<file path="config.mk">
export PLATFORM = sky130hd
export DESIGN_NAME = segh_ctl
export DESIGN_NICKNAME = d
export VERILOG_FILES = /design/src/rtl/core/segh_pkg.sv /design/src/rtl/core/segh_ctl.sv
export SDC_FILE = /design/constraint.sdc
export NUM_CORES = 1
export LEC_CHECK = 0
export ABC_CLOCK_PERIOD_IN_PS = 3550
export BUFFER_PORTS_ARGS = -buffer_cell sky130_fd_sc_hd__buf_2
export CAP_MARGIN = 5
export CORE_ASPECT_RATIO = 0.75
export CORE_MARGIN = 2
export CORE_UTILIZATION = 50
export CTS_CLUSTER_SIZE = 20
export DETAILED_ROUTE_END_ITERATION = 16
export GPL_ROUTABILITY_DRIVEN = 0
export GPL_TIMING_DRIVEN = 0
export PLACE_DENSITY = 0.83
export SYNTH_ARGS = -nofsm -noshare
export SYNTH_HDL_FRONTEND = slang
export SYNTH_SLANG_ARGS = --single-unit
</file>
<file path="constraint.sdc">
create_clock -name clk -period 3.55 [get_ports clk]
set_clock_uncertainty 0.1 [all_clocks]
set_input_delay 0.355 -clock clk [delete_from_list [all_inputs] [get_ports clk]]
set_output_delay 0.355 -clock clk [all_outputs]
set_load 0.02 [all_outputs]
</file>
<file path="src/rtl/core/segh_pkg.sv">
`default_nettype none
package segh_pkg;

  // datapath widths
  localparam int unsigned DW        = 136;
  localparam int unsigned MUL_AW    = 102;
  localparam int unsigned MUL_BW    = 34;
  localparam int unsigned MUL_SLICE = 34;
  localparam int unsigned LANES     = 9;
  localparam int unsigned NPAIR     = 6;

  // iteration counts
  localparam int unsigned RT_STEPS  = 34;
  localparam int unsigned DIV_STEPS = 31;
  localparam int unsigned DIV_STG   = DIV_STEPS + 2;

  // stage map of the pipeline
  localparam int unsigned ST_D    = 0;
  localparam int unsigned ST_SQ   = 1;
  localparam int unsigned ST_SUM  = 2;
  localparam int unsigned ST_RT0  = 3;
  localparam int unsigned ST_DLT  = ST_RT0 + RT_STEPS;
  localparam int unsigned ST_M1   = ST_DLT + 1;
  localparam int unsigned ST_M2   = ST_M1 + 1;
  localparam int unsigned ST_M3   = ST_M2 + 2;
  localparam int unsigned ST_ADD  = ST_M3 + 2;
  localparam int unsigned ST_NUM  = ST_ADD + 1;
  localparam int unsigned ST_DIV0 = ST_NUM + 1;
  localparam int unsigned ST_OUT  = ST_DIV0 + DIV_STG;
  localparam int unsigned N_STG   = ST_OUT + 1;

  // register indexes
  localparam int unsigned CFG_IW = 2;
  localparam logic [CFG_IW-1:0] REG_REST  = 2'd0;
  localparam logic [CFG_IW-1:0] REG_STIFF = 2'd1;
  localparam logic [30:0] REG_RESET = 31'd65536;

  // saturation limits
  localparam logic [31:0] S32_MIN = 32'h8000_0000;
  localparam logic [31:0] S32_MAX = 32'h7FFF_FFFF;

  // hessian pairs xx xy xz yy yz zz
  localparam int HI [NPAIR] = '{0, 0, 0, 1, 1, 2};
  localparam int HJ [NPAIR] = '{0, 1, 2, 1, 2, 2};
  localparam logic [NPAIR-1:0] DIAG = 6'b101001;

  typedef logic [N_STG-1:0] stg_en_t;

  typedef struct packed {
    logic              deg;
    logic [2:0]        gsg;
    logic [NPAIR-1:0]  hsg;
    logic [33:0]       len;
  } side_t;

  typedef struct packed {
    logic        deg;
    logic [31:0] energy;
  } tail_t;

endpackage
`default_nettype wire

</file>
<file path="src/rtl/core/segh_ctl.sv">
`default_nettype none
module segh_ctl
  import segh_pkg::*;
(
  input  logic    clk,
  input  logic    rst,
  input  logic    in_valid,
  input  logic    out_ready,
  output stg_en_t en,
  output logic    out_valid
);

  logic [N_STG-1:0] v;
  logic adv;

  // whole pipe moves when the output slot frees; the entry stage also fills a bubble
  assign adv = !v[N_STG-1] || out_ready;

  always_comb begin
    en = {N_STG{adv}};
    en[0] = adv || !v[0];
  end

  // valid bits travel with the data
  always_ff @(posedge clk) begin
    if (rst) begin
      v <= '0;
    end else begin
      if (en[0]) begin
        v[0] <= in_valid;
      end
      if (adv) begin
        v[N_STG-1:1] <= v[N_STG-2:0];
      end
    end
  end

  assign out_valid = v[N_STG-1];

endmodule
`default_nettype wire

</file>
# ---- Word-level counts from Yosys, hierarchy flattened
# Cells that the tools add are included.
dict set report classes {
  reduce_logical 4
}
# op n
set op_table {}
lappend op_table {{$logic_not 1->1} 2}
lappend op_table {{$logic_or 1x1->1} 2}
dict set report totals {
  regBits 79
  input_bits 4
  out_inout_bits 80
  word_cells 6
}

# ---- Longest topological paths before layout
# Gate-level depths: netlist (run 1).
dict set report logic_depth {
  word_depth 3
  mapped_depth 5
  mapped_depth_nobuf 3
}

# ---- Worst setup path before layout (run 1)
# Ideal clock, no wire load.
dict set report synth_path {
  kind {register to output}
  startpoint {register v[78]}
  endpoint {output port en[10]}
  arrival_ns 1.439
  required_ns 3.095
  slack_ns 1.656
  path_stages_with_launch 6
  path_buffers 3
  cell_sequence {dfxtp_1 > and2b_4 > inv_2 > buf_6 > buf_6 > buf_4}
}
dict set report synth_via {
  elab_chain_cells 2
}
# item line_no
set synth_rtl {}
lappend synth_rtl {{from (decl)} segh_ctl.sv:13} ;# logic [N_STG-1:0] v;
lappend synth_rtl {{from (signal, indexed assignment)} segh_ctl.sv:33} ;# v[N_STG-1:1] <= v[N_STG-2:0];
lappend synth_rtl {{$logic_not 1->1} segh_ctl.sv:17} ;# assign adv = !v[N_STG-1] || out_ready;
lappend synth_rtl {{$logic_or 1x1->1} segh_ctl.sv:17}
lappend synth_rtl {{to (decl)} segh_ctl.sv:9} ;# output stg_en_t en,
# Every way passes these cells.

# ---- Final worst setup path (run 1)
dict set report layout_path {
  startpoint {register v[78]}
  endpoint {output port en[41]}
}
# The elaborated chain is that of the path after synthesis.

==> results.py, run 1 <==
metrics = {
    "die": {
        "start_util_pct": 52.0,
        "rows": 26,
        "design.die.area_sq_um": 7830,
        "io_pins": 84,
        "die_h_um": 77.1,
        "coreArea_sq_um": 6860,
        "die_w_um": 102,
    },
    "final_layout": {
        "top_register": "v",
        "antenna_cells": 0,
        "drive_above_1_share_pct": 42.7,
        "fin_nets": 432,
        "regArea_sq_um": 1580,
        "syn2layout_area_growth_pct": 19.9,
        "final_cells": 531,
        "largest_reg_flops": 79,
        "fillers": 541,
        "final_cell_mix": "buf_2 (85), dfxtp_1 (79), buf_4 (78)",
        "multi_input_area_sq_um": 1290,
        "fin_area_sq_um": 4270,
        "layout_commonest_cell": "buf_2",
        "top_regs": "v x79",
    },
    "clock_network": {
        "cts_made_buffers": 9,
        "cts-resized-gates": 0,
        "cts_tree": "yes",
        "htreeDepth": 3,
        "cts_buffer_depth": 2,
        "cts_hold_buffers": 0,
        "root_buffer": "clkbuf_8",
        "post_cts_buffers": 0,
        "clock_latency_ns": 0.34,
        "cts.clk_slew.worst_paths_ns": 0.07,
        "clock-sinks": 79,
    },
    "setup_path": {
        "cp-end-kind": "output port",
        "critical_path_class": "flip-flop to output port",
        "r2r_start": "v[78]",
        "cp_top_family": "buffers and inverters",
        "start_kind": "flip-flop",
        "cp_max_fo": 87,
        "cp.required_ns": 3.09,
        "crit_top_cell": "buf_6",
        "endpoint": "en[41]",
        "path_cells": "and2b_4 > inv_2 > buf_6 > buf_6 > buf_4 > buf_2",
        "reg2reg_to": "v[65]",
        "startpoint": "v[78]",
        "cp_slowest_cell": "buf_6",
        "critPathArrivalTime_ns": 1.98,
        "worstRegToRegCells": 5,
        "path_depth": 6,
        "crit_buf_inv": 5,
        "r2r_setup_slack_ns": 1.83,
        "max_stage_delay_ns": 0.48,
    },
    "logic_synthesis": {
        "ys_seq_area_share_pct": 44.4,
        "syn-num-nets": 339,
        "yosysWarnings": 0,
        "syn_inst": 335,
        "syn_area_sq_um": 3570,
        "postSynthAreaPerCell_sq_um": 10.6,
        "ys_ff_latch": 79,
        "ys_types": 14,
    },
    "sta": {
        "min_period_over_period_pct": 68.6,
        "clock.fmax_mhz": 410,
        "hold_viol_final": 0,
        "final_max_slew_viol_count": 0,
        "finalCriticalPeriod_ns": 2.44,
        "fin_ws_ns": 1.11,
        "fin_tns_setup_ns": 0,
        "relSlewSlack_pct": 61.6,
        "final-setup-viol-count": 0,
        "rsz0062_at_grt": "false",
        "worst_pin_slew_ns": 0.577,
    },
    "placed_design": {
        "dpl_cell_area_sq_um": 4100,
        "dp.cells": 515,
        "portBuffers": 82,
        "dpl.hpwl_mm": 4.01,
        "place_ws_ns": 1.33,
    },
    "worst_hold_path": {
        "worstHoldPathType": "input pin to flip-flop",
    },
    "route": {
        "vias_per_cell": 4.17,
        "wl_per_cell_um": 10.5,
        "dr.pass1.iters": 5,
        "route.vias.total": 2212,
        "routed_wirelength_mm": 5.57,
        "drc": 0,
        "ant_nets": 0,
        "drtIter0Drc": 98,
    },
    "job": {
        "maxCapViolCount": 0,
    },
    "status": {
        "status": "finished, final reports clean",
    },
    "grt": {
        "grt_pass1_wl_mm": 9.16,
        "grt_pass1_vias": 2075,
        "grt_max_degree": 88,
        "antenna_found_initial": 0,
        "grtUsageTotal_pct": 14.7,
        "grt.overflow.total": 0,
    },
    "pwr": {
        "p_leak_nw": 2.13,
        "ir_drop_mv": 0.250,
        "cellPowerDensity_nw_per_um2": 349,
    },
}
per-stage QoR:
stage / hold slack (ns) / utilization [%] / power (mW)
6_report: 0.151 / 62.3 / 1.49
4_1_cts: 0.138 / 62.3 / 1.51
2_1_floorplan: 0.325 / - / 0.930
3_5_place_dp: 0.344 / 59.7 / 0.935
5_1_grt: 0.132 / 62.3 / 1.56
3_3_place_gp: 0.334 / 59.7 / 0.935
worst min path at each step:
stage          startpoint    end  cells after the start
6_report         in_valid   v[0]                      3
5_1_grt          in_valid   v[0]                      3
4_1_cts          in_valid   v[0]                      3
3_5_place_dp        v[77]  v[78]                      2
3_3_place_gp        v[77]  v[78]                      2
2_1_floorplan       v[77]  v[78]                      2
worst register-to-register path: cells and delay by family, from the launching register on:
kind	cells	cell delay, ns
flip-flops	1	0.33
multiplexers	1	0.30
AND/OR/NAND/NOR	1	0.19
buffers and inverters	3	0.73
where the power goes:
group,internal [mW],leakage (nW),total [mW],switching [mW]
sequential,0.888,0.637,0.888,0.000770
clock,0.287,0.0959,0.576,0.288
combinational,0.0163,1.40,0.0266,0.0103
final cells by class:
| cell class | count | area share (%) |
|---|---|---|
| multi-input combinational | 159 | 30.1 |
| sequential | 79 | 37.0 |
| clock inverter | 4 | 0.468 |
| inverter | 3 | 0.263 |
| buffer | 94 | 16.1 |
| tap | 98 | 2.87 |
| clock buffer | 12 | 3.63 |
| timing repair buffer | 82 | 9.60 |
layer usage:
layer	GRT usage, %	part of all wire (%)
met3	5.20	2.4
met2	25.2	50
met4	5.27	1.3
met5	0	0
met1	16.7	46
logic make-up (layout without fill, tap and decap cells):
family          count (synthesis)  in the layout  synth area share [%]
buf+inv                        97            195                  19.6
flops                          79             79                  44.4
mux                            76             76                  21.3
simple gates                   80             80                  14.3
compound gates                  3              3                 0.421
cells in the mapped netlist, drive strengths merged:
cell type | n | share of area [%]
clkbuf | 8 | 0.84
and2b | 1 | 0.28
nand3b | 1 | 0.21
nand2b | 77 | 14
dfxtp | 79 | 44
inv | 3 | 0.32
buf | 86 | 18
o21ai | 1 | 0.14
nand4bb | 1 | 0.32
a21oi | 2 | 0.28
mux2i | 76 | 21
Power figures use the tool's default switching activity.
==> run 2: changes to the inputs <==
--- a/config.mk
+++ b/config.mk
@@ -5,17 +5,18 @@
 export SDC_FILE = /design/constraint.sdc
 export NUM_CORES = 1
 export LEC_CHECK = 0
-export ABC_CLOCK_PERIOD_IN_PS = 3550
+export ABC_AREA = 1
+export ABC_CLOCK_PERIOD_IN_PS = 2200
 export BUFFER_PORTS_ARGS = -buffer_cell sky130_fd_sc_hd__buf_2
 export CAP_MARGIN = 5
 export CORE_ASPECT_RATIO = 0.75
 export CORE_MARGIN = 2
-export CORE_UTILIZATION = 50
+export CORE_UTILIZATION = 49
 export CTS_CLUSTER_SIZE = 20
 export DETAILED_ROUTE_END_ITERATION = 16
 export GPL_ROUTABILITY_DRIVEN = 0
 export GPL_TIMING_DRIVEN = 0
-export PLACE_DENSITY = 0.83
+export PLACE_DENSITY = 0.84
 export SYNTH_ARGS = -nofsm -noshare
 export SYNTH_HDL_FRONTEND = slang
 export SYNTH_SLANG_ARGS = --single-unit
==> constraint.sdc (replaced) <==
create_clock -name clk -period 2.2 [get_ports clk]
set_clock_uncertainty 0.1 [all_clocks]
set_input_delay 0.22 -clock clk [delete_from_list [all_inputs] [get_ports clk]]
set_output_delay 0.22 -clock clk [all_outputs]
set_load 0.02 [all_outputs]
==> run 2 against run 1 <==
Compared with the run above: final area increased by 11%; critical path depth shrank 1; routed wire length rose by 39%; global-route usage up 3.7 points; count of clock-buffer cells in the layout fell by 1; total power rose by 91%; largest cell class unchanged; largest power group unchanged.
==> results.py, run 2 <==
metrics = {
    "status": {
        "status": "finished, final reports clean",
    },
    "grt": {
        "grtUsageMet2_pct": 33.1,
        "grt_pass1_wl_mm": 12.9,
        "antenna_found_initial": 0,
        "grtUsageTotal_pct": 18.4,
        "grt.overflow.total": 0,
        "grt_util_met1_pct": 20.6,
        "grt_busiest_layer": "met2",
        "grt_pass1_vias": 3004,
        "grt_max_degree": 41,
        "use_met3_pct": 5.16,
    },
    "die": {
        "die_w_um": 107,
        "start_util_pct": 50.1,
        "die_h_um": 81.4,
        "design.die.area_sq_um": 8730,
        "coreArea_sq_um": 7810,
        "io_pins": 84,
        "rows": 28,
    },
    "setup_path": {
        "crit_top_cell": "buf_4",
        "reg2reg_to": "v[59]",
        "cp-end-kind": "output port",
        "max_stage_delay_ns": 0.34,
        "path_cells": "buf_4 > buf_6 > nand2_8 > buf_4 > buf_2",
        "critPathArrivalTime_ns": 1.67,
        "start_kind": "flip-flop",
        "critical_path_class": "flip-flop to output port",
        "cp_max_fo": 40,
        "cp_top_family": "buffers and inverters",
        "worstRegToRegCells": 7,
        "r2r_start": "v[78]",
        "cp_slowest_cell": "dfxtp_1",
        "cp.required_ns": 1.88,
        "r2r_setup_slack_ns": 0.75,
        "crit_buf_inv": 4,
    },
    "pwr": {
        "p_sw_uw": 599,
        "pwr-share-seq_pct": 50.3,
        "pwr-share-clk_pct": 46.1,
        "power_mw": 2.85,
        "p_leak_nw": 1.90,
        "cellPowerDensity_nw_per_um2": 598,
        "share_comb_of_total_power_pct": 3.6,
        "switching_share_pct": 21.0,
        "ir_drop_mv": 0.384,
        "intPower_mw": 2.25,
    },
    "logic_synthesis": {
        "synth.most_common_cell": "nor2_1",
        "synth_top_area_share_pct": 40.4,
        "synth_area_leaders": "dfxtp_1 (40%), buf_4 (16%), nor2_1 (15%), nand3_1 (10%), inv_1 (7.5%)",
        "synth_commonest_cells": "nor2_1 (154), buf_4 (86), dfxtp_1 (79)",
        "ys_seq_area_share_pct": 40.4,
        "syn_area_sq_um": 3920,
        "synth_edf_count": 0,
        "synth_ff_type": "dfxtp_1",
        "ys_types": 12,
        "postSynthAreaPerCell_sq_um": 6.70,
        "ys_ff_latch": 79,
        "yosysWarnings": 0,
        "syn-num-nets": 588,
        "syn_inst": 584,
        "synth_top_area_cell": "dfxtp_1",
        "synth-async-reset-ratio_pct": 0,
    },
    "placed_design": {
        "dpl_cell_area_sq_um": 4470,
        "portBuffers": 83,
        "place_ws_ns": 0.0855,
        "dp.cells": 772,
        "dpl.hpwl_mm": 5.29,
    },
    "route": {
        "route.vias.total": 3467,
        "routed_wirelength_mm": 7.77,
        "drc": 0,
        "vias_per_cell": 4.39,
        "ant_nets": 0,
        "wl_per_cell_um": 9.83,
        "dr.pass1.iters": 4,
        "drtIter0Drc": 121,
    },
    "final_layout": {
        "fillers": 706,
        "top_register": "v",
        "drive_above_1_share_pct": 28.5,
        "final_util_pct": 61.0,
        "fin_area_sq_um": 4760,
        "final_cells": 790,
        "fin_nets": 684,
        "syn2layout_area_growth_pct": 21.7,
        "layout_commonest_cell": "nor2_1",
        "antenna_cells": 0,
        "top_regs": "v x79",
        "largest_reg_flops": 79,
        "final_cell_mix": "nor2_1 (154), buf_2 (88), buf_4 (85)",
    },
    "worst_hold_path": {
        "hold_path.startpoint": "out_ready",
        "holdPathStages": 5,
        "min_to": "v[76]",
        "worstHoldPathType": "input pin to flip-flop",
    },
    "sta": {
        "hold_viol_final": 0,
        "final-setup-viol-count": 0,
        "clock.fmax_mhz": 503,
        "fin_ws_ns": 0.213,
        "whs_ns": 0.275,
        "fin_tns_setup_ns": 0,
        "final_max_slew_viol_count": 0,
        "finalCriticalPeriod_ns": 1.99,
        "worst_pin_slew_ns": 0.431,
        "min_period_over_period_pct": 90.3,
        "rsz0062_at_grt": "false",
        "relSlewSlack_pct": 71.3,
    },
    "clock_network": {
        "cts_tree": "yes",
        "htreeDepth": 3,
        "root_buffer": "clkbuf_8",
        "clock-sinks": 79,
        "cts_made_buffers": 9,
        "cts_buffer_depth": 2,
        "cts.clk_slew.worst_paths_ns": 0.08,
        "clock_latency_ns": 0.36,
    },
    "job": {
        "maxCapViolCount": 0,
    },
}
[run 2: changes by cell type in the layout (fill, tap and decap cells not counted), sizes merged, moves of 8 or more]
cell	change
buf	+8
clkbuf	+8
inv	+78
mux2i	-76
nand2	+79
nand2b	-77
nand3	+78
nor2	+155
[run 2: what timing repair did]
| action | 4_1_cts | 5_1_grt |
|---|---|---|
| cloned | 1 | 0 |
| hold buffers | 2 | 0 |
| setup endpoints to repair | 78 | 78 |
| endpoints found under the hold margin | 2 | 0 |
| buffers inserted | 0 | 0 |
| pin swaps | 1 | 0 |
| resized for setup | 3 | 0 |
[run 2: layout make-up]
type / count / area, sq um / share of cell area, %
multi-input cells: 314 / 1320 / 27.7
flip-flops and latches: 79 / 1580 / 33.2
repair buffers: 85 / 435 / 9.14
well taps: 105 / 131 / 2.76
clock inverters: 5 / 105 / 2.21
clock buffers: 11 / 141 / 2.97
plain buffers: 110 / 746 / 15.7
inverters: 81 / 304 / 6.38
[run 2: worst max-delay path by stage]
stage | startpoint | slack [ns] | endpoint | cells past startpoint
2_1_floorplan | v[78] | 0.32 | en[10] | 5
3_3_place_gp | out_ready | 0.15 | en[69] | 7
3_5_place_dp | v[78] | 0.09 | en[64] | 6
4_1_cts | v[78] | 0.02 | en[64] | 6
5_1_grt | v[78] | 0.12 | en[65] | 5
6_report | v[78] | 0.21 | en[64] | 5
[run 2: power groups by stage]
| stage | combinational, mW | clock (mW) | sequential, mW |
|---|---|---|---|
| after floorplan | 0.0747 | 0 | 1.47 |
| after global placement | 0.0936 | 0 | 1.47 |
| after detailed placement | 0.0966 | 0 | 1.47 |
| after CTS | 0.103 | 1.33 | 1.43 |
| after global routing | 0.117 | 1.38 | 1.43 |
| final | 0.103 | 1.31 | 1.43 |
[run 2: logic make-up after synthesis]
logic type             synth area share, %
buffers and inverters                 26.8
flip-flops                            40.4
AND/OR/NAND/NOR                       32.5
AO/OA/AOI/OAI                        0.256
[run 2: worst register-to-register path: stages (launching register included)]
cell     delay, ns
dfxtp_1       0.34
buf_4         0.23
inv_2         0.07
nor2_4        0.11
buf_4         0.19
buf_4         0.19
nor2_1        0.05
nor2_1        0.11
[run 2: routing by layer]
metal	vias up	part of all wire [%]
met5	-	0
met4	0	1.8
met3	15	3.4
met2	39	53
met1	1565	42
li1	1848	-
==> run 3: changes to the inputs <==
--- a/config.mk
+++ b/config.mk
@@ -9,14 +9,16 @@
 export ABC_CLOCK_PERIOD_IN_PS = 2200
 export BUFFER_PORTS_ARGS = -buffer_cell sky130_fd_sc_hd__buf_2
 export CAP_MARGIN = 5
+export CELL_PAD_IN_SITES_DETAIL_PLACEMENT = 1
+export CELL_PAD_IN_SITES_GLOBAL_PLACEMENT = 1
 export CORE_ASPECT_RATIO = 0.75
 export CORE_MARGIN = 2
-export CORE_UTILIZATION = 49
+export CORE_UTILIZATION = 34
 export CTS_CLUSTER_SIZE = 20
 export DETAILED_ROUTE_END_ITERATION = 16
 export GPL_ROUTABILITY_DRIVEN = 0
 export GPL_TIMING_DRIVEN = 0
-export PLACE_DENSITY = 0.84
+export PLACE_DENSITY = 0.83
 export SYNTH_ARGS = -nofsm -noshare
 export SYNTH_HDL_FRONTEND = slang
 export SYNTH_SLANG_ARGS = --single-unit
==> run 3 against run 2 <==
Compared with the run above: hold slack got worse by 0.27 ns; fmax rose by 0.29%; final cell count rose by 4.3%; clock power rose by 8%; sequential power barely moved; combinational power barely moved; critical path depth did not move; count of clock-buffer cells in the layout rose by 2; flip-flop and latch count did not move; core utilization fell by 17 points; largest power group unchanged.
==> results.py, run 3 (same netlist as run 2, synthesis figures left out) <==
metrics = {
    "grt": {
        "grt_pass1_wl_mm": 16.5,
        "grt_pass1_vias": 3543,
        "grt_util_met1_pct": 18.4,
        "antenna_found_initial": 0,
        "use_met3_pct": 4.20,
        "grtUsageMet2_pct": 30.3,
        "grt.overflow.total": 0,
        "grtUsageTotal_pct": 16.4,
        "grt_busiest_layer": "met2",
        "grt_max_degree": 41,
    },
    "setup_path": {
        "cp_max_fo": 40,
        "endpoint": "en[52]",
        "max_stage_delay_ns": 0.33,
        "cp_slowest_cell": "dfxtp_1",
        "startpoint": "v[78]",
        "critical_path_class": "flip-flop to output port",
        "r2r_setup_slack_ns": 0.72,
        "r2r_start": "v[78]",
        "cp_top_family": "buffers and inverters",
        "crit_top_cell": "buf_4",
        "path_depth": 5,
        "worstRegToRegCells": 5,
        "path_cells": "buf_4 > buf_6 > nand2_8 > buf_4 > buf_2",
        "critPathArrivalTime_ns": 1.66,
        "cp-end-kind": "output port",
        "reg2reg_to": "v[39]",
        "cp.required_ns": 1.88,
        "crit_buf_inv": 4,
        "start_kind": "flip-flop",
    },
    "placed_design": {
        "portBuffers": 83,
        "dp.cells": 807,
        "dpl.hpwl_mm": 6.67,
    },
    "die": {
        "start_util_pct": 35.4,
        "die_w_um": 128,
        "coreArea_sq_um": 11100,
        "rows": 33,
        "io_pins": 84,
        "design.die.area_sq_um": 12400,
        "die_h_um": 96.9,
    },
    "clock_network": {
        "cts_made_buffers": 9,
        "cts_tree": "yes",
        "cts.clk_slew.worst_paths_ns": 0.06,
        "cts_buffer_depth": 2,
        "clock-sinks": 79,
        "root_buffer": "clkbuf_16",
        "htreeDepth": 3,
        "clock_latency_ns": 0.34,
    },
    "worst_hold_path": {
        "worstHoldPathType": "input pin to flip-flop",
        "hold_path.startpoint": "in_valid",
    },
    "route": {
        "vias_per_cell": 4.30,
        "route.vias.total": 3544,
        "drtIter0Drc": 180,
        "wl_per_cell_um": 11.8,
        "routed_wirelength_mm": 9.72,
        "ant_nets": 0,
        "drc": 0,
        "dr.pass1.iters": 4,
    },
    "sta": {
        "relSlewSlack_pct": 68.5,
        "hold_viol_final": 0,
        "min_period_over_period_pct": 90.1,
        "clock.fmax_mhz": 505,
        "finalCriticalPeriod_ns": 1.98,
        "worst_pin_slew_ns": 0.473,
        "final-setup-viol-count": 0,
        "final_max_slew_viol_count": 0,
        "fin_tns_setup_ns": 0,
        "rsz0062_at_grt": "false",
    },
    "final_layout": {
        "layout_commonest_cell": "nor2_1",
        "final_cells": 824,
        "largest_reg_flops": 79,
        "fillers": 1476,
        "drive_above_1_share_pct": 28.4,
        "final_cell_mix": "nor2_1 (154), buf_2 (88), buf_4 (85)",
        "top_regs": "v x79",
        "fin_nets": 683,
        "top_register": "v",
        "regArea_sq_um": 1580,
        "antenna_cells": 0,
        "multi_input_area_sq_um": 1320,
        "syn2layout_area_growth_pct": 23.3,
    },
    "job": {
        "maxCapViolCount": 0,
    },
    "pwr": {
        "p_leak_nw": 1.92,
        "cellPowerDensity_nw_per_um2": 610,
        "ir_drop_mv": 0.418,
    },
    "status": {
        "status": "finished, final reports clean",
    },
}
[run 3: worst min path at each step]
stage          slack, ns  endpoint  cells past startpoint
6_report           0.009      v[0]                      3
3_3_place_gp        0.33      v[0]                      2
2_1_floorplan       0.19      v[0]                      1
3_5_place_dp        0.34     v[78]                      2
4_1_cts            0.001      v[0]                      3
5_1_grt             0.02      v[0]                      3
[run 3: timing repair]
item	4_1_cts	5_1_grt
pin swaps	1	0
hold buffers	1	0
gates resized for setup	3	0
cloned	1	0
endpoints found under the hold margin	2	0
endpoints found under the setup margin	78	78
buffers inserted	0	0
[run 3: cell type report]
type                       count  area share [%]
inverter                      81            6.30
clock inverter                 3           0.363
sequential                    79            32.8
timing repair buffer          84            8.81
tap                          140            3.63
clock buffer                  13            5.39
buffer                       110            15.4
multi-input combinational    314            27.3
[run 3: report_power, final]
group / total [mW] / internal (mW) / switching [mW]
Clock: 1.41 / 0.823 / 0.584
Sequential: 1.44 / 1.43 / 0.00194
Combinational: 0.106 / 0.0306 / 0.0751
[run 3: metal layers]
layer,share of wire [%],wire length (um),vias up
li1,-,-,1839
met1,44,4300,1657
met2,52,5030,32
met3,2.5,247,16
met4,1.4,137,0
met5,0,0,-
[run 3: tightest hold or removal path, stage by stage]
cell	delay, ns
buf_2	0.09
inv_1	0.04
a21oi_1	0.05
[run 3: through the flow]
step | instance area (sq um) | total power [mW] | hold slack [ns] | util, % | setup slack (ns)
floorplan | 3920 | 1.54 | 0.189 | - | 0.323
global placement | 4510 | 1.56 | 0.332 | 40.8 | 0.106
detailed placement | 4510 | 1.57 | 0.338 | 40.8 | 0.0219
CTS | 4830 | 2.99 | 0.000975 | 43.7 | 0.00383
global route | 4830 | 3.06 | 0.0162 | 43.6 | 0.0898
finish | 4830 | 2.95 | 0.00937 | 43.6 | 0.218
